===== src/rtl/serial_frame_receiver_core_macros.svh =====
// ---------------------------------------------------------------------------
// serial frame receiver assertion macros
// shared property shorthands, clocked on clk_i and gated by rst_ni
// ---------------------------------------------------------------------------
`ifndef SERIAL_FRAME_RECEIVER_CORE_MACROS_SVH
`define SERIAL_FRAME_RECEIVER_CORE_MACROS_SVH

// same-cycle implication
`define SFR_ASSERT_IMP(lbl, ante, cons, msg) \
  lbl: assert property (@(posedge clk_i) disable iff (!rst_ni) (ante) |-> (cons)) \
    else $error(msg);

// next-cycle implication
`define SFR_ASSERT_NXT(lbl, ante, cons, msg) \
  lbl: assert property (@(posedge clk_i) disable iff (!rst_ni) (ante) |=> (cons)) \
    else $error(msg);

`endif


===== src/rtl/sfr_pkg.sv =====
// ---------------------------------------------------------------------------
// sfr_pkg
// types and constants of the serial frame receiver
// ---------------------------------------------------------------------------
package sfr_pkg;

  // framing bytes
  localparam logic [7:0] HdrByte   = 8'h5F;
  localparam logic [7:0] FlagCheck = 8'h01;

  // receive phase, one-hot
  typedef enum logic [11:0] {
    PH_HUNT    = 12'b0000_0000_0001,
    PH_FLAG    = 12'b0000_0000_0010,
    PH_CHK_HI  = 12'b0000_0000_0100,
    PH_CHK_LO  = 12'b0000_0000_1000,
    PH_CNT_HI  = 12'b0000_0001_0000,
    PH_CNT_LO  = 12'b0000_0010_0000,
    PH_LEN0    = 12'b0000_0100_0000,
    PH_LEN1    = 12'b0000_1000_0000,
    PH_LEN2    = 12'b0001_0000_0000,
    PH_PAYLOAD = 12'b0010_0000_0000,
    PH_CK1     = 12'b0100_0000_0000,
    PH_CK2     = 12'b1000_0000_0000
  } phase_e;

  // result kinds
  typedef enum logic [2:0] {
    KIND_PAYLOAD  = 3'd0,
    KIND_OK       = 3'd1,
    KIND_OK_ZERO  = 3'd2,
    KIND_BAD_SUM  = 3'd3,
    KIND_MATCH    = 3'd4,
    KIND_MISMATCH = 3'd5,
    KIND_TOO_LONG = 3'd6
  } kind_e;

  // one input beat
  typedef struct packed {
    logic [7:0]  rx_byte;
    logic [15:0] expected_counter;
  } item_t;

  // one result beat
  typedef struct packed {
    kind_e       out_kind;
    logic [7:0]  out_byte;
    logic [15:0] frame_counter;
    logic        last;
  } result_t;

endpackage


===== src/rtl/sfr_in_if.sv =====
// ---------------------------------------------------------------------------
// sfr_in_if
// received byte channel: valid/ready plus byte and expected counter
// ---------------------------------------------------------------------------
interface sfr_in_if;
  logic        valid;
  logic        ready;
  logic [7:0]  rx_byte;
  logic [15:0] expected_counter;

  modport source (output valid, output rx_byte, output expected_counter, input ready);
  modport sink   (input valid, input rx_byte, input expected_counter, output ready);
endinterface


===== src/rtl/sfr_out_if.sv =====
// ---------------------------------------------------------------------------
// sfr_out_if
// result channel: valid/ready plus kind, byte, counter and last flag
// ---------------------------------------------------------------------------
interface sfr_out_if;
  logic        valid;
  logic        ready;
  logic [2:0]  out_kind;
  logic [7:0]  out_byte;
  logic [15:0] frame_counter;
  logic        last;

  modport source (output valid, output out_kind, output out_byte, output frame_counter,
                  output last, input ready);
  modport sink   (input valid, input out_kind, input out_byte, input frame_counter,
                  input last, output ready);
endinterface


===== src/rtl/serial_frame_receiver_core.sv =====
// ---------------------------------------------------------------------------
// serial_frame_receiver_core
// deframes a received byte stream into payload beats and frame status
// ---------------------------------------------------------------------------
// in_i carries one received byte per beat with the transmit counter to
// compare against check frames. out_o carries zero or one beat per input
// beat: a payload byte, or a final status (last high) closing a frame.
// An input beat is registered on acceptance, processed by the deframer once
// the result register has room, and its result is registered there to show
// on out_o. Throughput is one byte per cycle while out_o is ready; the
// running frame state (phase, fields, checksums) updates once per byte.
// Reset clears the frame state to header hunt and empties both registers.
// When the sink stalls, the result register holds its beat; the input
// register takes a byte only while empty; further bytes wait at in_i.ready.
// ---------------------------------------------------------------------------
module serial_frame_receiver_core
  import sfr_pkg::*;
#(
  parameter int unsigned MAX_PAYLOAD = 4096
) (
  input  logic          clk_i,
  input  logic          rst_ni,
  sfr_in_if.sink        in_i,
  sfr_out_if.source     out_o
);

  item_t   in_item;
  item_t   hold_item;
  logic    hold_vld;
  logic    take;
  logic    room;
  logic    res_vld;
  result_t res;
  result_t out_res;

  assign in_item = '{rx_byte: in_i.rx_byte, expected_counter: in_i.expected_counter};

  // input register
  sfr_in_stage u_in_stage (
    .clk_i       (clk_i),
    .rst_ni      (rst_ni),
    .in_valid_i  (in_i.valid),
    .in_item_i   (in_item),
    .in_ready_o  (in_i.ready),
    .hold_vld_o  (hold_vld),
    .hold_item_o (hold_item),
    .take_i      (take)
  );

  // frame state machine
  sfr_deframer #(
    .MAX_PAYLOAD (MAX_PAYLOAD)
  ) u_deframer (
    .clk_i      (clk_i),
    .rst_ni     (rst_ni),
    .item_vld_i (hold_vld),
    .item_i     (hold_item),
    .room_i     (room),
    .take_o     (take),
    .res_vld_o  (res_vld),
    .res_o      (res)
  );

  // result register
  sfr_out_stage u_out_stage (
    .clk_i       (clk_i),
    .rst_ni      (rst_ni),
    .load_i      (take),
    .res_vld_i   (res_vld),
    .res_i       (res),
    .room_o      (room),
    .out_valid_o (out_o.valid),
    .out_res_o   (out_res),
    .out_ready_i (out_o.ready)
  );

  assign out_o.out_kind      = out_res.out_kind;
  assign out_o.out_byte      = out_res.out_byte;
  assign out_o.frame_counter = out_res.frame_counter;
  assign out_o.last          = out_res.last;

endmodule


===== src/rtl/sfr_in_stage.sv =====
// ---------------------------------------------------------------------------
// sfr_in_stage
// input register holding one received beat until the deframer takes it
// ---------------------------------------------------------------------------
module sfr_in_stage
  import sfr_pkg::*;
(
  input  logic  clk_i,
  input  logic  rst_ni,
  input  logic  in_valid_i,
  input  item_t in_item_i,
  output logic  in_ready_o,
  output logic  hold_vld_o,
  output item_t hold_item_o,
  input  logic  take_i
);

  logic  vld_q, vld_d;
  item_t item_q;

  // free when empty or emptied this cycle
  assign in_ready_o = !vld_q || take_i;
  assign vld_d      = in_ready_o ? in_valid_i : vld_q;

  always_ff @(posedge clk_i or negedge rst_ni) begin
    if (!rst_ni) begin
      vld_q <= 1'b0;
    end else begin
      vld_q <= vld_d;
    end
  end

  // beat payload
  always_ff @(posedge clk_i) begin
    if (in_ready_o && in_valid_i) begin
      item_q <= in_item_i;
    end
  end

  assign hold_vld_o  = vld_q;
  assign hold_item_o = item_q;

endmodule


===== src/rtl/sfr_deframer.sv =====
// ---------------------------------------------------------------------------
// sfr_deframer
// header hunt, field capture, checksums and status for one byte per cycle while the result register has room
// ---------------------------------------------------------------------------
`include "serial_frame_receiver_core_macros.svh"

module sfr_deframer
  import sfr_pkg::*;
#(
  parameter int unsigned MAX_PAYLOAD = 4096
) (
  input  logic    clk_i,
  input  logic    rst_ni,
  input  logic    item_vld_i,
  input  item_t   item_i,
  input  logic    room_i,
  output logic    take_o,
  output logic    res_vld_o,
  output result_t res_o
);

  localparam logic [23:0] MaxLen = 24'(MAX_PAYLOAD);

  phase_e      phase_q, phase_d;
  logic [1:0]  run_q, run_d;
  logic [15:0] counter_q, counter_d;
  logic [23:0] len_q, len_d;
  logic [7:0]  idx_q, idx_d;
  logic [7:0]  wsum_q, wsum_d;
  logic [7:0]  psum_q, psum_d;
  logic [7:0]  first_q, first_d;

  logic [7:0]  b;
  logic [7:0]  idx_inc;
  logic [7:0]  wprod;
  logic [1:0]  run_inc;
  logic [23:0] len_full;
  logic [15:0] cnt_full;
  kind_e       kind;
  logic        emit;
  logic        last;
  logic [7:0]  obyte;

  assign b        = item_i.rx_byte;
  assign idx_inc  = idx_q + 8'd1;
  assign wprod    = 8'(b * idx_inc);
  assign run_inc  = run_q + 2'd1;
  assign len_full = {len_q[23:8], b};
  assign cnt_full = {counter_q[15:8], b};

  // next state and result for the held byte
  always_comb begin
    phase_d   = phase_q;
    run_d     = run_q;
    counter_d = counter_q;
    len_d     = len_q;
    idx_d     = idx_q;
    wsum_d    = wsum_q;
    psum_d    = psum_q;
    first_d   = first_q;
    kind      = KIND_PAYLOAD;
    emit      = 1'b0;
    last      = 1'b0;
    obyte     = 8'h00;
    unique case (phase_q)
      PH_FLAG: begin
        phase_d = (b == FlagCheck) ? PH_CHK_HI : PH_CNT_HI;
      end
      PH_CHK_HI: begin
        counter_d = {b, 8'h00};
        phase_d   = PH_CHK_LO;
      end
      PH_CHK_LO: begin
        counter_d = cnt_full;
        phase_d   = PH_HUNT;
        run_d     = 2'd0;
        emit      = 1'b1;
        last      = 1'b1;
        kind      = (cnt_full == item_i.expected_counter) ? KIND_MATCH : KIND_MISMATCH;
      end
      PH_CNT_HI: begin
        counter_d = {b, 8'h00};
        phase_d   = PH_CNT_LO;
      end
      PH_CNT_LO: begin
        counter_d = cnt_full;
        phase_d   = PH_LEN0;
      end
      PH_LEN0: begin
        len_d   = {b, 16'h0000};
        phase_d = PH_LEN1;
      end
      PH_LEN1: begin
        len_d   = {len_q[23:16], b, len_q[7:0]};
        phase_d = PH_LEN2;
      end
      PH_LEN2: begin
        len_d  = len_full;
        idx_d  = 8'h00;
        wsum_d = 8'h00;
        psum_d = 8'h00;
        if (len_full > MaxLen) begin
          phase_d = PH_HUNT;
          run_d   = 2'd0;
          emit    = 1'b1;
          last    = 1'b1;
          kind    = KIND_TOO_LONG;
        end else begin
          phase_d = (len_full == 24'd0) ? PH_CK1 : PH_PAYLOAD;
        end
      end
      PH_PAYLOAD: begin
        idx_d  = idx_inc;
        wsum_d = wsum_q + wprod;
        psum_d = psum_q + b;
        len_d  = len_q - 24'd1;
        if (len_q == 24'd1) begin
          phase_d = PH_CK1;
        end
        emit  = 1'b1;
        obyte = b;
      end
      PH_CK1: begin
        first_d = b;
        phase_d = PH_CK2;
      end
      PH_CK2: begin
        phase_d = PH_HUNT;
        run_d   = 2'd0;
        emit    = 1'b1;
        last    = 1'b1;
        if ((first_q != wsum_q) || (b != psum_q)) begin
          kind = KIND_BAD_SUM;
        end else begin
          kind = (counter_q == 16'h0000) ? KIND_OK_ZERO : KIND_OK;
        end
      end
      // header hunt, also recovers from a corrupt phase code
      default: begin
        phase_d = PH_HUNT;
        if (b == HdrByte) begin
          if (run_inc == 2'd3) begin
            run_d   = 2'd0;
            phase_d = PH_FLAG;
          end else begin
            run_d = run_inc;
          end
        end else begin
          run_d = 2'd0;
        end
      end
    endcase
  end

  // advance only when the result register can take the outcome
  assign take_o    = item_vld_i && room_i;
  assign res_vld_o = emit;
  assign res_o     = '{out_kind: kind, out_byte: obyte, frame_counter: counter_d, last: last};

  // control state
  always_ff @(posedge clk_i or negedge rst_ni) begin
    if (!rst_ni) begin
      phase_q <= PH_HUNT;
      run_q   <= 2'd0;
    end else if (take_o) begin
      phase_q <= phase_d;
      run_q   <= run_d;
    end
  end

  // frame fields and running sums
  always_ff @(posedge clk_i or negedge rst_ni) begin
    if (!rst_ni) begin
      counter_q <= 16'h0000;
      len_q     <= 24'h000000;
      idx_q     <= 8'h00;
      wsum_q    <= 8'h00;
      psum_q    <= 8'h00;
      first_q   <= 8'h00;
    end else if (take_o) begin
      counter_q <= counter_d;
      len_q     <= len_d;
      idx_q     <= idx_d;
      wsum_q    <= wsum_d;
      psum_q    <= psum_d;
      first_q   <= first_d;
    end
  end

  // checks
  `SFR_ASSERT_IMP(a_nonlast_is_payload, res_vld_o && !res_o.last, res_o.out_kind == KIND_PAYLOAD, "non-final beat must carry payload")
  `SFR_ASSERT_IMP(a_status_byte_zero, res_vld_o && (res_o.out_kind != KIND_PAYLOAD), res_o.out_byte == 8'h00, "status beat must carry a zero byte")
  `SFR_ASSERT_NXT(a_length_end, take_o && (phase_q == PH_PAYLOAD) && (len_q == 24'd1), phase_q == PH_CK1, "payload end must move to checksum")
  `SFR_ASSERT_NXT(a_status_rehunt, take_o && res_vld_o && res_o.last, (phase_q == PH_HUNT) && (run_q == 2'd0), "final status must restart the hunt")

endmodule


===== src/rtl/sfr_out_stage.sv =====
// ---------------------------------------------------------------------------
// sfr_out_stage
// result register driving the output channel
// ---------------------------------------------------------------------------
module sfr_out_stage
  import sfr_pkg::*;
(
  input  logic    clk_i,
  input  logic    rst_ni,
  input  logic    load_i,
  input  logic    res_vld_i,
  input  result_t res_i,
  output logic    room_o,
  output logic    out_valid_o,
  output result_t out_res_o,
  input  logic    out_ready_i
);

  logic    vld_q, vld_d;
  result_t res_q;

  // room when empty or the current beat leaves now
  assign room_o = !vld_q || out_ready_i;

  always_comb begin
    vld_d = vld_q;
    if (load_i) begin
      vld_d = res_vld_i;
    end else if (out_ready_i) begin
      vld_d = 1'b0;
    end
  end

  always_ff @(posedge clk_i or negedge rst_ni) begin
    if (!rst_ni) begin
      vld_q <= 1'b0;
    end else begin
      vld_q <= vld_d;
    end
  end

  // result payload
  always_ff @(posedge clk_i) begin
    if (load_i && res_vld_i) begin
      res_q <= res_i;
    end
  end

  assign out_valid_o = vld_q;
  assign out_res_o   = res_q;

endmodule

===== src/flat_wrapper.sv =====
// flat-port wrapper written by rule: the top's interface ports become plain ports
module serial_frame_receiver_core_flat import sfr_pkg::*;
#(
  parameter int unsigned MAX_PAYLOAD = 4096
)
  (clk_i, rst_ni, in_i_valid, in_i_rx_byte, in_i_expected_counter, in_i_ready, out_o_valid, out_o_out_kind, out_o_out_byte, out_o_frame_counter, out_o_last, out_o_ready);
  sfr_in_if in_i_i ();
  sfr_out_if out_o_i ();
  input  logic clk_i;
  input  logic rst_ni;
  input wire logic [$bits(in_i_i.valid)-1:0] in_i_valid;
  input wire logic [$bits(in_i_i.rx_byte)-1:0] in_i_rx_byte;
  input wire logic [$bits(in_i_i.expected_counter)-1:0] in_i_expected_counter;
  output wire logic [$bits(in_i_i.ready)-1:0] in_i_ready;
  output wire logic [$bits(out_o_i.valid)-1:0] out_o_valid;
  output wire logic [$bits(out_o_i.out_kind)-1:0] out_o_out_kind;
  output wire logic [$bits(out_o_i.out_byte)-1:0] out_o_out_byte;
  output wire logic [$bits(out_o_i.frame_counter)-1:0] out_o_frame_counter;
  output wire logic [$bits(out_o_i.last)-1:0] out_o_last;
  input wire logic [$bits(out_o_i.ready)-1:0] out_o_ready;
  assign in_i_i.valid = in_i_valid;
  assign in_i_i.rx_byte = in_i_rx_byte;
  assign in_i_i.expected_counter = in_i_expected_counter;
  assign in_i_ready = in_i_i.ready;
  assign out_o_valid = out_o_i.valid;
  assign out_o_out_kind = out_o_i.out_kind;
  assign out_o_out_byte = out_o_i.out_byte;
  assign out_o_frame_counter = out_o_i.frame_counter;
  assign out_o_last = out_o_i.last;
  assign out_o_i.ready = out_o_ready;
  serial_frame_receiver_core #(.MAX_PAYLOAD(MAX_PAYLOAD)) u_core (.clk_i(clk_i), .rst_ni(rst_ni), .in_i(in_i_i), .out_o(out_o_i));
endmodule

===== config.mk =====
export PLATFORM = sky130hd
export DESIGN_NAME = serial_frame_receiver_core_flat
export DESIGN_NICKNAME = d
export VERILOG_FILES = /design/src/rtl/sfr_pkg.sv /design/src/rtl/sfr_in_if.sv /design/src/rtl/sfr_out_if.sv /design/src/rtl/serial_frame_receiver_core.sv /design/src/rtl/sfr_in_stage.sv /design/src/rtl/sfr_deframer.sv /design/src/rtl/sfr_out_stage.sv /design/src/flat_wrapper.sv
export VERILOG_INCLUDE_DIRS = /design/src /design/src/rtl
export SDC_FILE = /design/constraint.sdc
export NUM_CORES = 1
export LEC_CHECK = 0
export ABC_AREA = 1
export BUFFER_PORTS_ARGS = -buffer_cell sky130_fd_sc_hd__buf_2
export CORE_ASPECT_RATIO = 0.8
export CORE_MARGIN = 2
export CORE_UTILIZATION = 56
export DETAILED_ROUTE_END_ITERATION = 16
export GPL_TIMING_DRIVEN = 0
export PLACE_DENSITY = 0.79
export SYNTH_ARGS = -nofsm -noshare
export SYNTH_HDL_FRONTEND = slang
export SYNTH_HIERARCHICAL = 1
export SYNTH_SLANG_ARGS = --single-unit
export TNS_END_PERCENT = 30

===== constraint.sdc =====
create_clock -name clk_i -period 4.7 [get_ports clk_i]
set_clock_uncertainty 0.2 [all_clocks]
set_input_delay 0.94 -clock clk_i [delete_from_list [all_inputs] [get_ports clk_i]]
set_output_delay 0.94 -clock clk_i [all_outputs]
set_load 0.02 [all_outputs]

==> metrics.md, run 1 <==
| Metric | Value |
|---|---|
| Clk_lat worst skew | `430 ps` |
| Post-synth top flop | `dfrtp_1` |
| Status | `finished, final reports clean` |
| Cell Rows | `40` |
| Critical Path AT | `4700 ps` |
| Mapped Nets | `1099` |
| Post-Synth XOR/XNOR Area | `0.0274` |
| Grt total ovfl | `0` |
| Largest family of logic cells by synthesized area | `simple AND/OR/NAND/NOR gates` |
| Final Setup Violations | `0` |
| H-tree depth | `4` |
| Tmin final | `4540 ps` |
| Slew headroom | `0.232` |
| Crit. End Element | `flop` |
| Number of synthesized register bits | `between 100 and 150` |
| Total power | `4120 uW` |
| Worst Path Required | `4870 ps` |
| Slew of the pin with the lowest slew margin | `1150 ps` |
| Die width | `about 140 um` |
| P_leak | `0.00488 uW` |
| Maximum buffer depth of the clock tree | `2` |
| Post-synthesis sequential area ratio | `0.436` |
| FMAX | `about 0.22 GHz` |
| Vias per inst | `5.69` |
| DRC viols | `0` |
| Via count | `7562` |
| Max_cap viols | `0` |
| Number of synthesized flops with an enable pin | `52` |
| Layout filler cell count | `1212` |
| Most frequent cells in the layout | `nand2_1 (240), inv_1 (145), dfrtp_1 (86)` |
| Clk sinks | `between 100 and 150` |
| # placed instances | `between 1000 and 1500` |
| Worst hold path class | `in -> async` |
| Most common cell after layout, fill and taps aside | `nand2_1` |
| TritonCTS clock tree | `yes` |
| PortBufs | `57` |
| Num CTS Buffers | `17` |
| Nets | `1181` |
| Largest net degree at the start of global routing | `between 50 and 60` |
| Mux share of post-synthesis cell area | `0` |
| Antenna viol nets, final | `0` |
| CTS clk-pin slew, worst paths | `roughly 70 ps` |
| Mapped Area | `around 8600 um^2` |
| Root Buffer | `clkbuf_16` |
| Crit path buffers/inverters | `5` |
| Starting density of the core | `0.573` |
| Detailed Place HPWL | `around 16000 um` |
| Fin crit share | `0.965` |
| Crit-path slowest cell | `fa_1` |
| Pwr/cell area | `414 nW/um^2` |
| Core area | `approximately 15000 um^2` |
| Die Y-Extent | `115 um` |
| Initial antenna violation count | `0` |
| Ant. Diodes | `0` |
| Startpoint types | `flop` |
| Maximum vdd ir drop | `about 0.32 mV` |
| I/O pin total | `58` |
| Area growth, synth to finish | `15.3%` |
| Gr usage total | `0.293` |
| Avg Cell Area, Syn | `8.42 um^2` |
| Iter 0 DRT Violations | `741` |
| Share of cells above drive strength 1 | `0.190` |
| DIE AREA | `roughly 16000 um^2` |
| Synth warn | `6` |
| Max Transition Viols Final | `0` |
| Placer congestion estimate | `0.959` |
| Cell chain of the critical path | `buf_6, inv_1, nor2_1, ha_1, fa_1, ha_1, inv_1, fa_1, inv_1, fa_1, nand3_2, nand2_2, nand3b_1, nand2_2, nand2_2, inv_1, nor2_1, nand2_1, nand3_2, nand2_1` |
| Synth Area in Adders | `0.0832` |
| Count of cell types in the netlist | `53` |
| Mapped Cells | `1025` |
| Final hold vios | `0` |
| Cell Count, Final, Fillers Out | `roughly 1300` |
| CTS Hold Bufs | `0` |
| Wire per inst | `17.2 um` |
| Async SR Flop Fraction | `0.629` |
| Synth Area in Simple Gates | `0.256` |
| First drt pass iteration count | `5` |
| Global-route wire length before repair | `36600 um` |
| Routed wire length | `roughly 23000 um` |
| Critical path's top delay family | `adder cells` |
| Critical path's largest stage delay | `540 ps` |
| Number of global-route vias before repair | `7104` |
| Complex-gate fraction of the synthesized area | `0.0990` |
| Worst Path Max Fanout | `11` |
| Crit Path Category | `reg -> reg` |
| Most used cell, CP | `inv_1` |
## flip-flops by register name (all words and copies together) (netlist names), 12 cells and up
| name | flops |
|---|---|
| u_core/u_deframer/counter_q | 16 |
| u_core/u_deframer/len_q | 24 |
| u_core/u_deframer/phase_q | 12 |
| u_core/u_in_stage/hold_item_o | 24 |
| u_core/u_out_stage/out_res_o | 28 |
## cell families (layout without fill, tap and decap cells)
kind of cell,Yosys count,after routing
xor+xnor,27,27
buf+inv,191,286
compound gates,140,140
fa+ha+maj,46,46
flops,140,140
simple gates,481,481
## stage by stage
step | setup slack (ps) | TNS [ps] | utilization | hold WS, ps | area (um^2)
3_5_place_dp | -344 | -344 | 0.613 | 283 | 9230
5_1_grt | -11.5 | -11.5 | 0.661 | 312 | 9950
3_3_place_gp | -275 | -4280 | 0.610 | 273 | 9180
6_report | 164 | 0 | 0.661 | 282 | 9950
4_1_cts | 26.8 | 0 | 0.653 | 296 | 9830
2_1_floorplan | 174 | 0 | - | 253 | 8630
## repair_timing
item                       in CTS  in global routing
setup buffers                   2                  4
pin swaps                       2                 12
resized for setup               6                 25
setup endpoints to repair       1                  1
## per-layer routing
metal / part of all wire / vias up / routed length (um) / GRT usage
met5: 0 / - / 0 / 0
met4: 0.031 / 0 / 716 / 0.103
met3: 0.079 / 62 / 1800 / 0.0596
met2: 0.45 / 381 / 10400 / 0.454
met1: 0.44 / 3611 / 10000 / 0.416
li1: - / 3508 / - / -
## cells in the mapped netlist, drive strengths merged, types with 4 or more instances
cell | number | share of area
edfxtp | 52 | 0.18
xor2 | 23 | 0.023
a31oi | 7 | 0.0072
dfrtp | 87 | 0.25
fa | 19 | 0.044
nand4 | 23 | 0.017
buf | 23 | 0.025
o21a | 4 | 0.0035
inv | 160 | 0.070
ha | 27 | 0.039
clkbuf | 6 | 0.0026
a21oi | 12 | 0.0070
nand3 | 64 | 0.039
nor3 | 8 | 0.0059
a22o | 4 | 0.0041
nor4 | 10 | 0.0072
xnor2 | 4 | 0.0041
o22ai | 21 | 0.015
nor2 | 94 | 0.051
or2 | 7 | 0.0051
nand2 | 272 | 0.13
o21ai | 78 | 0.049
## power by group
group / total [uW] / internal [uW] / switching [uW]
clock: 1320 / 747 / 571
sequential: 1420 / 1370 / 58.2
combinational: 1380 / 561 / 819
## layout make-up
class | instances | area [um^2] | area share
multi-input cells | 694 | 4130 | 0.415
flip-flops and latches | 140 | 3770 | 0.378
inverters | 162 | 619 | 0.0622
clock buffers | 18 | 429 | 0.0431
repair buffers | 65 | 372 | 0.0373
well taps | 210 | 263 | 0.0264
plain buffers | 27 | 230 | 0.0231
clock inverters | 14 | 144 | 0.0145
## path summary, 6_finish.rpt
path                                                         from                           end  slack [ps]  cells after the start
worst max-delay path            u_core/u_in_stage/hold_item_o[16]   u_core/u_deframer/wsum_q[7]         160                     20
worst min-delay path                                       rst_ni    u_core/u_deframer/len_q[3]         280                      1
worst max register to register  u_core/u_in_stage/hold_item_o[16]   u_core/u_deframer/wsum_q[7]         160                     20
worst min register to register        u_core/u_deframer/psum_q[4]   u_core/u_deframer/psum_q[4]         290                      2
max in group asynchronous                                  rst_ni  u_core/u_deframer/phase_q[0]        3320                      2
min in group clk_i                    u_core/u_deframer/psum_q[4]   u_core/u_deframer/psum_q[4]         290                      2
(Power assumes the default switching activity.)
==> run 2: changes to the inputs <==
--- a/config.mk
+++ b/config.mk
@@ -10,10 +10,12 @@
 export BUFFER_PORTS_ARGS = -buffer_cell sky130_fd_sc_hd__buf_2
 export CORE_ASPECT_RATIO = 0.8
 export CORE_MARGIN = 2
-export CORE_UTILIZATION = 56
+export CORE_UTILIZATION = 57
+export CTS_BUF_LIST = sky130_fd_sc_hd__clkbuf_8
 export DETAILED_ROUTE_END_ITERATION = 16
 export GPL_TIMING_DRIVEN = 0
-export PLACE_DENSITY = 0.79
+export PLACE_DENSITY = 0.8
+export SKIP_LAST_GASP = 1
 export SYNTH_ARGS = -nofsm -noshare
 export SYNTH_HDL_FRONTEND = slang
 export SYNTH_HIERARCHICAL = 1
==> run 2 against run 1 <==
Utilization decreased by 1.1 points; combinational power shrank 9%; design area shrank 2.7%; hold slack lost 21 ps; setup slack improved by 15 ps; maximum frequency grew 0.33%; routed wire length decreased by 2.5%; largest cell class unchanged.
==> metrics.md, run 2 (same netlist as run 1, synthesis figures left out) <==
| Metric | Value |
|---|---|
| Status | `finished, final reports clean (unchanged)` |
| Max reg flops | `28 (unchanged)` |
| Critical Path AT | `4680 ps (was 4700 ps)` |
| Root Buffer | `clkbuf_8 (was clkbuf_16)` |
| CTS Hold Bufs | `0 (unchanged)` |
| Iter 0 DRT Violations | `750 (was 741)` |
| Placer congestion estimate | `0.936 (was 0.959)` |
| Slew of the pin with the lowest slew margin | `1180 ps (was 1150 ps)` |
| TritonCTS clock tree | `yes (unchanged)` |
| Area growth, synth to finish | `12.2% (was 15.3%)` |
| DP Worst Slack | `-356 ps (was -344 ps)` |
| Number of global-route vias before repair | `7120 (was 7104)` |
| Startpoint types | `flop (unchanged)` |
| Largest net degree at the start of global routing | `53 (was 56)` |
| Critical path's largest stage delay | `530 ps (was 540 ps)` |
| Global-route wire length before repair | `35900 um (was 36600 um)` |
| Pwr/cell area | `376 nW/um^2 (was 414 nW/um^2)` |
| Die Y-Extent | `114 um (was 115 um)` |
| P_leak | `0.00480 uW (was 0.00488 uW)` |
| Critical path depth in cells | `24 (was 20)` |
| Slew headroom | `0.214 (was 0.232)` |
| Share of cells above drive strength 1 | `0.182 (was 0.190)` |
| Clk_lat worst skew | `460 ps (was 430 ps)` |
| Setup slack after layout | `179 ps (was 164 ps)` |
| Core area | `14900 um^2 (was 15100 um^2)` |
| Most common cell after layout, fill and taps aside | `nand2_1 (unchanged)` |
| Routed wire length | `22300 um (was 22900 um)` |
| Detailed Place HPWL | `15700 um (about the same)` |
| Via count | `7385 (was 7562)` |
| RR Endpoint | `u_core/u_deframer/wsum_q[7] (unchanged)` |
| Critical path's top delay family | `adder cells (unchanged)` |
| Die width | `142 um (was 143 um)` |
| Maximum buffer depth of the clock tree | `2 (unchanged)` |
| Crit. End Element | `flop (unchanged)` |
| Final Setup Violations | `0 (unchanged)` |
| I/O pin total | `58 (unchanged)` |
| Initial antenna violation count | `0 (unchanged)` |
| Max Transition Viols Final | `0 (unchanged)` |
| Cell Count, Final, Fillers Out | `1306 (was 1330)` |
| Crit path buffers/inverters | `5 (unchanged)` |
| Wire per inst | `17.1 um (was 17.2 um)` |
| # placed instances | `1273 (was 1294)` |
| Clk sinks | `140 (unchanged)` |
| Most used cell, CP | `nand2_2 (was inv_1)` |
| Max_cap viols | `0 (unchanged)` |
| Most frequent cells in the layout | `nand2_1 (242), inv_1 (148), dfrtp_1 (86) (was nand2_1 (240), inv_1 (145), dfrtp_1 (86))` |
| CTS clk-pin slew, worst paths | `90 ps (was 70 ps)` |
| Crit Path Category | `reg -> reg (unchanged)` |
| Cell chain of the critical path | `ha_4, nand2_4, inv_2, nand2_2, nand2_2, inv_2, nand2_2, fa_2, fa_1, inv_1, fa_1, inv_1, fa_1, inv_2, ha_4, a21oi_2, nand2_2, nand3b_1, nand2_2, nor2_1, nor2_1, nand2_1, nand3_2, nand2_1 (was buf_6, inv_1, nor2_1, ha_1, fa_1, ha_1, inv_1, fa_1, inv_1, fa_1, nand3_2, nand2_2, nand3b_1, nand2_2, nand2_2, inv_1, nor2_1, nand2_1, nand3_2, nand2_1)` |
| Num CTS Buffers | `17 (unchanged)` |
| RSZ-0062 raised after global routing | `no` |
| Maximum vdd ir drop | `0.260 mV (was 0.325 mV)` |
| FMAX | `0.221 GHz (was 0.220 GHz)` |
| Cell Rows | `40 (unchanged)` |
| Final hold vios | `0 (unchanged)` |
| Tmin final | `4520 ps (was 4540 ps)` |
| PortBufs | `57 (unchanged)` |
| DRC viols | `0 (unchanged)` |
| Crit-path slowest cell | `fa_1 (unchanged)` |
| Gr usage total | `0.290 (was 0.293)` |
| Nets | `1178 (was 1181)` |
| Worst Path Required | `4850 ps (was 4870 ps)` |
| Setup tns final | `0 ps (unchanged)` |
| Starting density of the core | `0.579 (was 0.573)` |
| Fin crit share | `0.962 (was 0.965)` |
| Vias per inst | `5.65 (was 5.69)` |
| First drt pass iteration count | `5 (unchanged)` |
| DIE AREA | `16200 um^2 (was 16400 um^2)` |
| Grt total ovfl | `0 (unchanged)` |
| Hold_ws | `262 ps (was 282 ps)` |
| H-tree depth | `4 (unchanged)` |
| Worst Path Max Fanout | `4 (was 11)` |
| Worst hold path class | `in -> async (unchanged)` |
| Ant. Diodes | `0 (unchanged)` |
| Cell depth of the worst flop-to-flop path | `24 (was 20)` |
| FF-to-FF setup slack | `180 ps (was 160 ps)` |
| Antenna viol nets, final | `0 (unchanged)` |
| RR Startpoint | `u_core/u_deframer/idx_q[0] (was u_core/u_in_stage/hold_item_o[16])` |
[run 2: how the worst max path moves through the flow]
stage / slack [ps] / endpoint / startpoint
after floorplan: 170 / u_core/u_deframer/wsum_q[7] / u_core/u_deframer/idx_q[0]
after global placement: -280 / u_core/u_deframer/wsum_q[7] / u_core/u_deframer/idx_q[0]
after detailed placement: -360 / u_core/u_deframer/wsum_q[7] / u_core/u_deframer/idx_q[0]
after CTS: 10 / u_core/u_deframer/wsum_q[7] / u_core/u_deframer/idx_q[0]
after global routing: 1 / u_core/u_deframer/wsum_q[7] / u_core/u_deframer/idx_q[1]
final: 180 / u_core/u_deframer/wsum_q[7] / u_core/u_deframer/idx_q[0]
[run 2: where the power goes]
part           internal, uW  leakage, uW  switching, uW
clock                   440     0.000201            533
combinational           488      0.00301            758
sequential             1360      0.00159           57.1
total                  2290      0.00480           1350
[run 2: area by class of cell]
cell class | instances | area (um^2)
buffer | 27 | 230
sequential | 140 | 3770
multi-input combinational | 694 | 4100
timing repair buffer | 62 | 357
clock buffer | 17 | 234
clock inverter | 15 | 154
inverter | 162 | 612
tap | 189 | 236
fill | 1221 | 5230
[run 2: per-layer routing]
layer  wire length, um  GRT usage  vias up
met2             10100      0.457      350
li1                  -          -     3497
met1              9710      0.402     3488
met3              1900     0.0581       50
met5                 0          0        -
met4               618      0.112        0
[run 2: stage by stage]
step	total power [uW]	cell area [um^2]	utilization
after global routing	3850	9680	0.649
after floorplan	2260	8630	-
final	3640	9680	0.649
after detailed placement	2560	9210	0.617
after global placement	2490	9160	0.614
after CTS	3610	9660	0.648
[run 2: what timing repair did]
item | CTS | global route
buffers inserted | 3 | 0
setup endpoints to repair | 1 | 1
resized for setup | 15 | 10
gates cloned | 0 | 0
pin swaps | 5 | 11
==> run 3: changes to the inputs <==
--- a/config.mk
+++ b/config.mk
@@ -6,7 +6,6 @@
 export SDC_FILE = /design/constraint.sdc
 export NUM_CORES = 1
 export LEC_CHECK = 0
-export ABC_AREA = 1
 export BUFFER_PORTS_ARGS = -buffer_cell sky130_fd_sc_hd__buf_2
 export CORE_ASPECT_RATIO = 0.8
 export CORE_MARGIN = 2
==> run 3 against run 2 <==
Combinational power shrank 87%; maximum frequency is 1.8% lower; total power is 33% lower; register-to-register slack got worse by 80 ps; critical path depth down 8; first-iteration DRC count fell by 12%; largest cell class unchanged.
==> metrics.md, run 3 <==
| Metric | Value |
|---|---|
| Synth top area share | `0.269 (was 0.252)` |
| Cell taking the most area after synthesis | `dfrtp_1 (unchanged)` |
| Setup tns final | `0 ps (unchanged)` |
| Cell depth of the worst flop-to-flop path | `16 (was 24)` |
| Iter 0 DRT Violations | `662 (was 750)` |
| Antenna viol nets, final | `0 (unchanged)` |
| Grt total ovfl | `0 (unchanged)` |
| Max_cap viols | `0 (unchanged)` |
| DRC viols | `0 (unchanged)` |
| Core area | `13700 um^2 (was 14900 um^2)` |
| Nets | `935 (was 1178)` |
| Vias per inst | `6.02 (was 5.65)` |
| Final Setup Violations | `0 (unchanged)` |
| Post-synthesis sequential area ratio | `0.465 (was 0.436)` |
| FF-to-FF setup slack | `90 ps (was 180 ps)` |
| Clk sinks | `140 (unchanged)` |
| Gr usage total | `0.276 (was 0.290)` |
| Count of cell types in the netlist | `63 (was 53)` |
| PortBufs | `57 (unchanged)` |
| Cell Count, Final, Fillers Out | `1054 (was 1306)` |
| # placed instances | `1015 (was 1273)` |
| Worst Path Required | `4830 ps (was 4850 ps)` |
| RSZ-0062 raised after global routing | `yes (was no)` |
| CTS Hold Bufs | `0 (unchanged)` |
| DIE AREA | `15200 um^2 (was 16200 um^2)` |
| Crit Path Category | `reg -> reg (unchanged)` |
| Fin crit share | `0.980 (was 0.962)` |
| Cell chain of the critical path | `ha_4, nand2_1, fa_1, inv_1, fa_1, ha_1, inv_1, fa_1, inv_1, fa_2, a21o_1, a21oi_4, xnor2_2, xnor2_1, xnor3_1, a22o_1 (was ha_4, nand2_4, inv_2, nand2_2, nand2_2, inv_2, nand2_2, fa_2, fa_1, inv_1, fa_1, inv_1, fa_1, inv_2, ha_4, a21oi_2, nand2_2, nand3b_1, nand2_2, nor2_1, nor2_1, nand2_1, nand3_2, nand2_1)` |
| Worst hold path class | `in -> async (unchanged)` |
| Die Y-Extent | `111 um (was 114 um)` |
| FMAX | `0.217 GHz (was 0.221 GHz)` |
| CTS clk-pin slew, worst paths | `100 ps (was 90 ps)` |
| Slew headroom | `0.377 (was 0.214)` |
| Root Buffer | `clkbuf_8 (unchanged)` |
| Number of synthesized flops with an enable pin | `52 (unchanged)` |
| Clk_lat worst skew | `440 ps (was 460 ps)` |
| TritonCTS clock tree | `yes (unchanged)` |
| Critical Path AT | `4740 ps (was 4680 ps)` |
| Synth top area cells | `dfrtp_1 (27%), edfxtp_1 (19%), xnor2_1 (4.8%), fa_1 (4.7%), ha_1 (4.2%) (was dfrtp_1 (25%), edfxtp_1 (18%), nand2_1 (11%), inv_1 (6.6%), fa_1 (4.4%))` |
| Most common cell after layout, fill and taps aside | `dfrtp_1 (was nand2_1)` |
| Tmin final | `4610 ps (was 4520 ps)` |
| Global-route wire length before repair | `32400 um (was 35900 um)` |
| Via count | `6349 (was 7385)` |
| Synth top cells by count | `dfrtp_1 (87), nand2_1 (79), edfxtp_1 (52), inv_1 (47), xnor2_1 (44) (was nand2_1 (252), inv_1 (152), dfrtp_1 (87), nor2_1 (81), nand3_1 (62))` |
| Count leader, synth | `dfrtp_1 (was nand2_1)` |
| Crit. End Element | `flop (unchanged)` |
| Routed wire length | `19900 um (was 22300 um)` |
| Detailed Place HPWL | `14000 um (was 15700 um)` |
| Placer congestion estimate | `0.913 (was 0.936)` |
| Synth warn | `6 (unchanged)` |
| Avg Cell Area, Syn | `10.4 um^2 (was 8.42 um^2)` |
| Number of synthesized register bits | `140 (unchanged)` |
| Slew of the pin with the lowest slew margin | `926 ps (was 1180 ps)` |
| Critical path origin | `u_core/u_deframer/idx_q[0] (unchanged)` |
| Mapped Nets | `851 (was 1099)` |
| Worst Path Max Fanout | `7 (was 4)` |
| Cell Rows | `38 (was 40)` |
| Die width | `137 um (was 142 um)` |
| H-tree depth | `4 (unchanged)` |
| Final hold vios | `0 (unchanged)` |
| Async SR Flop Fraction | `0.629 (unchanged)` |
| Critical path's top delay family | `adder cells (unchanged)` |
| Maximum buffer depth of the clock tree | `2 (unchanged)` |
| Largest net degree at the start of global routing | `66 (was 53)` |
| Startpoint types | `flop (unchanged)` |
| Pwr/cell area | `262 nW/um^2 (was 376 nW/um^2)` |
| Initial antenna violation count | `0 (unchanged)` |
| Number of global-route vias before repair | `6300 (was 7120)` |
| P_leak | `0.00411 uW (was 0.00480 uW)` |
| Critical path's largest stage delay | `520 ps (was 530 ps)` |
| Maximum vdd ir drop | `0.210 mV (was 0.260 mV)` |
| Most frequent cells in the layout | `dfrtp_1 (84), nand2_1 (79), buf_2 (65) (was nand2_1 (242), inv_1 (148), dfrtp_1 (86))` |
| Share of cells above drive strength 1 | `0.199 (was 0.182)` |
| Critical path depth in cells | `16 (was 24)` |
| Post-synth top flop | `dfrtp_1 (unchanged)` |
| Status | `finished, final reports clean (unchanged)` |
| Crit-path slowest cell | `fa_1 (unchanged)` |
| Ant. Diodes | `0 (unchanged)` |
| Wire per inst | `18.9 um (was 17.1 um)` |
| I/O pin total | `58 (unchanged)` |
| First drt pass iteration count | `5 (unchanged)` |
| RR Endpoint | `u_core/u_deframer/wsum_q[7] (unchanged)` |
| Post-route core utilization | `0.682 (was 0.649)` |
| Max reg flops | `28 (unchanged)` |
| Crit path buffers/inverters | `3 (was 5)` |
| Mapped Cells | `777 (was 1025)` |
| Num CTS Buffers | `17 (unchanged)` |
| Mapped Area | `8090 um^2 (was 8630 um^2)` |
| Starting density of the core | `0.591 (was 0.579)` |
| RR Startpoint | `u_core/u_deframer/idx_q[0] (unchanged)` |
| CP endpoint | `u_core/u_deframer/wsum_q[7] (unchanged)` |
| Max Transition Viols Final | `0 (unchanged)` |
| Area growth, synth to finish | `15.4% (was 12.2%)` |
==> run 3: logic make-up after synthesis <==
group	synth area share
XOR/XNOR	0.0645
multiplexers	0.0373
AND/OR/NAND/NOR	0.167
AO/OA/AOI/OAI	0.129
adder cells (fa/ha/maj)	0.0888
buffers and inverters	0.0478
flip-flops	0.465
==> run 3: cell type report <==
type / instances / area, um^2
fill: 987 / 4360
timing repair buffer: 70 / 409
sequential: 140 / 3770
buffer: 40 / 263
clock buffer: 17 / 234
inverter: 47 / 176
tap: 180 / 225
multi-input combinational: 545 / 4090
clock inverter: 15 / 169
==> run 3: where the power goes <==
group / internal, uW / switching [uW]
Combinational: 57.4 / 105
Sequential: 1280 / 8.99
Clock: 449 / 543
==> run 3: through the flow <==
| step | cell area (um^2) | setup WS [ps] | power, uW | hold WS (ps) |
|---|---|---|---|---|
| after floorplan | 8110 | 1.90 | 1400 | 247 |
| after global placement | 8620 | -923 | 1460 | 259 |
| after detailed placement | 8650 | -914 | 1470 | 273 |
| after CTS | 9280 | 3.05 | 2450 | 187 |
| after global routing | 9340 | -103 | 2530 | 194 |
| final | 9340 | 95.0 | 2440 | 185 |
==> run 3: metal layers <==
metal,share of wire,GRT usage,vias up
met5,0,0,-
met4,0.022,0.101,0
met3,0.080,0.0716,43
met2,0.44,0.400,291
met1,0.46,0.400,3101
li1,-,-,2914
==> run 3: how the worst min path moves through the flow <==
stage / startpoint / endpoint / slack, ps / cells past startpoint
6_report: rst_ni / u_core/u_deframer/len_q[0] / 190 / 1
5_1_grt: rst_ni / u_core/u_deframer/len_q[0] / 190 / 1
3_5_place_dp: u_core/u_deframer/phase_q[0] / u_core/u_deframer/phase_q[0] / 270 / 2
4_1_cts: rst_ni / u_core/u_deframer/len_q[3] / 190 / 1
3_3_place_gp: u_core/u_deframer/phase_q[0] / u_core/u_deframer/phase_q[0] / 260 / 2
2_1_floorplan: u_core/u_deframer/phase_q[0] / u_core/u_deframer/phase_q[0] / 250 / 2
==> run 3: timing repair <==
action | in CTS | in global routing
pin swaps | 7 | 6
gates cloned | 0 | 0
endpoints found under the setup margin | 3 | 1
setup buffers | 9 | 3
resized for setup | 40 | 15
==> run 3: worst reg2reg max path, delay by kind of cell, from the launching register on <==
kind	cells	cell delay [ps]
XOR/XNOR	3	520
flip-flops	1	460
adder cells (fa/ha/maj)	6	2500
AO/OA/AOI/OAI	3	570
buffers and inverters	3	180
AND/OR/NAND/NOR	1	80
